**src/hw/rtl/smx_pkg.sv**
```systemverilog
// ---------------------------------------------------------------------------
// smx_pkg
// Shared constants, opcodes and types of the stack machine execute unit.
// ---------------------------------------------------------------------------
package smx_pkg;

    localparam int STACK_DEPTH = 64;
    localparam int MAX_PROGRAM = 65536;
    localparam int SP_W        = $clog2(STACK_DEPTH);
    localparam int CNT_W       = $clog2(STACK_DEPTH + 1);
    localparam int PC_W        = 17;
    localparam int OP_W        = 4;
    localparam int ARG_W       = 64;
    localparam int ERR_W       = 3;
    localparam int KIND_W      = 2;
    localparam int IN_W        = 72;
    localparam int OUT_W       = 152;

    localparam logic [OP_W-1:0] OP_PRINT = 4'd0;
    localparam logic [OP_W-1:0] OP_LOAD  = 4'd1;
    localparam logic [OP_W-1:0] OP_EXIT  = 4'd2;
    localparam logic [OP_W-1:0] OP_POP   = 4'd3;
    localparam logic [OP_W-1:0] OP_ADD   = 4'd4;
    localparam logic [OP_W-1:0] OP_DIV   = 4'd5;
    localparam logic [OP_W-1:0] OP_EQ    = 4'd6;
    localparam logic [OP_W-1:0] OP_NEQ   = 4'd7;
    localparam logic [OP_W-1:0] OP_DUP   = 4'd8;
    localparam logic [OP_W-1:0] OP_JMP   = 4'd9;
    localparam logic [OP_W-1:0] OP_JMPZ  = 4'd10;
    localparam logic [OP_W-1:0] OP_WRITE = 4'd11;
    localparam logic [OP_W-1:0] OP_WCHAR = 4'd12;

    localparam logic [ERR_W-1:0] ERR_NONE  = 3'd0;
    localparam logic [ERR_W-1:0] ERR_UNDER = 3'd1;
    localparam logic [ERR_W-1:0] ERR_DIV0  = 3'd2;
    localparam logic [ERR_W-1:0] ERR_PC    = 3'd3;
    localparam logic [ERR_W-1:0] ERR_OVER  = 3'd4;

    localparam logic [KIND_W-1:0] EMIT_NONE  = 2'd0;
    localparam logic [KIND_W-1:0] EMIT_PRINT = 2'd1;
    localparam logic [KIND_W-1:0] EMIT_WRITE = 2'd2;
    localparam logic [KIND_W-1:0] EMIT_CHAR  = 2'd3;

    // decoded instruction, front to back
    typedef struct packed {
        logic [OP_W-1:0]  op;
        logic [ARG_W-1:0] argument;
        logic [1:0]       need;
        logic             pushes;
        logic             chk_target;
    } smx_instr_t;

endpackage

```
**src/hw/rtl/smx_front.sv**
```systemverilog
// ---------------------------------------------------------------------------
// smx_front
// Accepts instructions, decodes their stack needs, two-entry queue to back.
// ---------------------------------------------------------------------------
module smx_front (
    input  logic                    aclk,
    input  logic                    aresetn,
    input  logic                    in_valid,
    output logic                    in_ready,
    input  logic [smx_pkg::OP_W-1:0]  in_op,
    input  logic [smx_pkg::ARG_W-1:0] in_arg,
    output logic                    q_valid,
    output smx_pkg::smx_instr_t     q_instr,
    input  logic                    q_pop
);
    import smx_pkg::*;

    smx_instr_t entry_reg [2];
    logic       wr_ptr_reg, wr_ptr_next;
    logic       rd_ptr_reg, rd_ptr_next;
    logic [1:0] fill_reg, fill_next;
    smx_instr_t dec;
    logic       push;

    always_comb begin
        dec            = '0;
        dec.op         = in_op;
        dec.argument   = in_arg;
        case (in_op)
            OP_PRINT, OP_EXIT, OP_POP, OP_WRITE, OP_WCHAR: dec.need = 2'd1;
            OP_JMPZ: begin
                dec.need = 2'd1;
                dec.chk_target = 1'b1;
            end
            OP_DUP: begin
                dec.need = 2'd1;
                dec.pushes = 1'b1;
            end
            OP_ADD, OP_DIV, OP_EQ, OP_NEQ: dec.need = 2'd2;
            OP_LOAD: dec.pushes = 1'b1;
            OP_JMP: dec.chk_target = 1'b1;
            default: dec.need = 2'd0;
        endcase
    end

    assign in_ready = (fill_reg != 2'd2);
    assign push     = in_valid && in_ready;
    assign q_valid  = (fill_reg != 2'd0);
    assign q_instr  = entry_reg[rd_ptr_reg];

    always_comb begin
        wr_ptr_next = push ? ~wr_ptr_reg : wr_ptr_reg;
        rd_ptr_next = q_pop ? ~rd_ptr_reg : rd_ptr_reg;
        fill_next   = fill_reg + {1'b0, push} - {1'b0, q_pop};
    end

    always_ff @(posedge aclk) begin
        if (push) begin
            entry_reg[wr_ptr_reg] <= dec;
        end
        if (!aresetn) begin
            wr_ptr_reg <= 1'b0;
            rd_ptr_reg <= 1'b0;
            fill_reg   <= 2'd0;
        end else begin
            wr_ptr_reg <= wr_ptr_next;
            rd_ptr_reg <= rd_ptr_next;
            fill_reg   <= fill_next;
        end
    end
endmodule

```
**config.mk**
```make
export PLATFORM = sky130hd
export DESIGN_NAME = smx_front
export DESIGN_NICKNAME = d
export VERILOG_FILES = /design/src/hw/rtl/smx_pkg.sv /design/src/hw/rtl/smx_front.sv
export SDC_FILE = /design/constraint.sdc
export NUM_CORES = 1
export LEC_CHECK = 0
export BUFFER_PORTS_ARGS = -buffer_cell sky130_fd_sc_hd__buf_4
export CELL_PAD_IN_SITES_DETAIL_PLACEMENT = 1
export CELL_PAD_IN_SITES_GLOBAL_PLACEMENT = 2
export CORE_ASPECT_RATIO = 1.2
export CORE_MARGIN = 10
export CORE_UTILIZATION = 42
export CTS_CLUSTER_SIZE = 40
export DETAILED_ROUTE_END_ITERATION = 12
export PLACE_DENSITY = 0.89
export REMOVE_ABC_BUFFERS = 1
export SLEW_MARGIN = 10
export SYNTH_ARGS = -nofsm -noshare
export SYNTH_HDL_FRONTEND = slang
export SYNTH_SLANG_ARGS = --single-unit
```
**constraint.sdc**
```tcl
create_clock -name aclk -period 6 [get_ports aclk]
set_input_delay 0.3 -clock aclk [delete_from_list [all_inputs] [get_ports aclk]]
set_output_delay 0.3 -clock aclk [all_outputs]
set_load 0.005 [all_outputs]
```
==> metrics.cfg <==
[placement]
post-place-cells=565
hpwl_um=8310
gp_congestion=0.673
portBuffers=145

[timing]
fin_crit_sh_pct=46.1
slew_viol_final=0
hold_violations=0
tightest_slew_ns=1.02
fin_hold_ws_ns=0.0702
max_freq_mhz=361
maxSlewHeadroom_pct=31.9
rsz0062_at_grt=false
period_needed_ns=2.77
finClkSkew_ns=0.00615
tns_ns=0
setup_viol=0

[critical_path]
r2r_cells=4
start_kind=register
crit_arrival_ns=2.47
crit_chain=buf_4 -> mux2_2 -> buf_4
cp_top_family=buffers and inverters
regToRegEndpoint=entry_reg[0][33]$_DFFE_PP_
critPathBufInv=2
worst_setup_path_end_kind=primary output
slowest_delay_ns=0.75
timing.rr.start=fill_reg[0]$_SDFF_PN0_
crit_required_ns=5.70
path_class=register to primary output
critical_path.slowest_cell=dfxtp_4
critical_path.most_common_cell=buf_4
cp_max_fo=41
r2r_slack_ns=4.04

[floorplanning]
floorplan.initialDensity_pct=42.5
io_pins=146
placementRows=47
fp.dieW_um=128
fp.dieH_um=149
die-area_um2=19000
core_area_um2=13700

[cells_and_area]
antenna_cells=0
syn_to_final_growth_pct=30.3
instances_no_fill=596
final_nets=487
seq_area_um2=4430
largest_reg_flops=144
multi_input_area_um2=1260
final_common_cell=buf_4
fillCellCount=1251
drive_above_1_share_pct=59.1
fin_util_pct=55.4
final_cell_mix=147 x buf_4, 144 x edfxtp_1, 70 x mux2_4, 17 x clkbuf_16

[global_route]
grt_max_degree=73
overflow=0
antenna_found_initial=0
grt_pass1_wl_um=18100
gr-usage-all-layers_pct=12.7
grt_pass1_vias=3192

[flow_run]
cap_violations=0

[power]
power_leakage_nw=2.99
power.density_nw_per_um2=388
ir_worst_vdd_v=0.000265
total_power_mw=2.95

[cts]
cts-root-buf=clkbuf_16
clk_pin_slew_ns=0.06
cts_tree=built
cts_max_path_buffers=2
clock-sinks=149
cts_hold_buf=0
cts_setup_buffers=0
cts_made_buffers=17
clk_latency_ns=0.41
cts.repair.resized=0
cts_htree_levels=4

[detailed_routing]
wl_per_cell_um=20.3
first_pass_iters=4
wirelength_um=12100
avgViaCountPerCell=4.72
drcViolationCount=0
drt_iter0_drc=111
ant_nets=0
num_vias=2815

[synth]
ys_seq_elements=149
yosysTopAreaCellShare_pct=74.2
yosys-top-cells-area=edfxtp_1 74%, mux2_4 18%, buf_12 2.4%, dfxtp_1 1.7%, xnor2_1 0.60%
yosysTopAreaCell=edfxtp_1
syn_area_per_cell_um2=22.9
synth_cell_types=22
syn_inst=255
syn_area_um2=5830
yosysWarnings=0
ys_seq_area_share_pct=75.9

[min_path]
hold_class=primary input to register
hp-start=in_arg[2]
worstHoldEndpoint=entry_reg[1][6]$_DFFE_PP_
min_path_cells=1

[status]
status=completed

-- power by group --
part           internal (mW)  total (mW)  switching (mW)
Sequential              1.32        1.38          0.0527
Clock                  0.652        1.05           0.402
Combinational          0.298       0.517           0.218
Total                   2.27        2.95           0.673
-- worst max-delay path by stage --
stage	startpoint	to	slack, ns	cells past startpoint
finish	register	q_instr[71]	3.23	3
global route	register	q_instr[71]	3.09	3
CTS	register	q_instr[71]	3.16	3
detailed placement	register	q_instr[71]	3.62	3
global placement	register	q_instr[71]	3.65	3
floorplan	fill_reg[0]$_SDFF_PN0_	entry_reg[0][0]$_DFFE_PP_	1.91	3
-- cells by family (layout without fill, tap and decap cells) --
kind of cell             count (synthesis)  count (layout)  synth area share, %
buffers and inverters                   10             180                 2.73
adder cells (fa/ha/maj)                  2               2                0.429
XOR/XNOR                                 5               5                0.751
AO/OA/AOI/OAI                            2               2                0.215
multiplexers                            73              73                 18.6
AND/OR/NAND/NOR                         14              14                 1.37
flip-flops                             149             149                 75.9
-- metrics by stage --
step           setup slack, ns  instance area (um^2)
3_5_place_dp              3.62                  7010
6_report                  3.23                  7600
3_3_place_gp              3.65                  7010
2_1_floorplan             1.91                  5680
4_1_cts                   3.16                  7600
5_1_grt                   3.09                  7600
-- cells in the mapped netlist --
library cell,count
a21boi_0,1
a21oi_1,1
and2_1,4
and3_1,1
buf_12,7
buf_6,1
dfxtp_1,5
edfxtp_1,144
ha_1,2
inv_1,2
mux2_2,2
mux2_4,70
mux2i_1,1
nand2_1,2
nand2b_1,2
nor2_1,1
nor2b_1,1
nor3_1,1
nor3b_1,1
or2_2,1
xnor2_1,4
xor2_1,1
-- layout make-up --
type / instances / area share, %
clock inverter: 12 / 2.01
tap: 171 / 2.82
clock buffer: 19 / 5.70
sequential: 149 / 58.3
multi-input combinational: 96 / 16.6
timing repair buffer: 147 / 14.5
inverter: 2 / 0.0988
-- layer usage --
layer | vias to the layer above | share of wire [%] | track usage, %
li1 | 1311 | - | -
met4 | 0 | 1.3 | 5.64
met1 | 1401 | 36 | 12.8
met3 | 15 | 7.2 | 4.91
met5 | - | 0 | 0
met2 | 88 | 55 | 22.5
No activity file was read; power rests on OpenSTA's default activity.
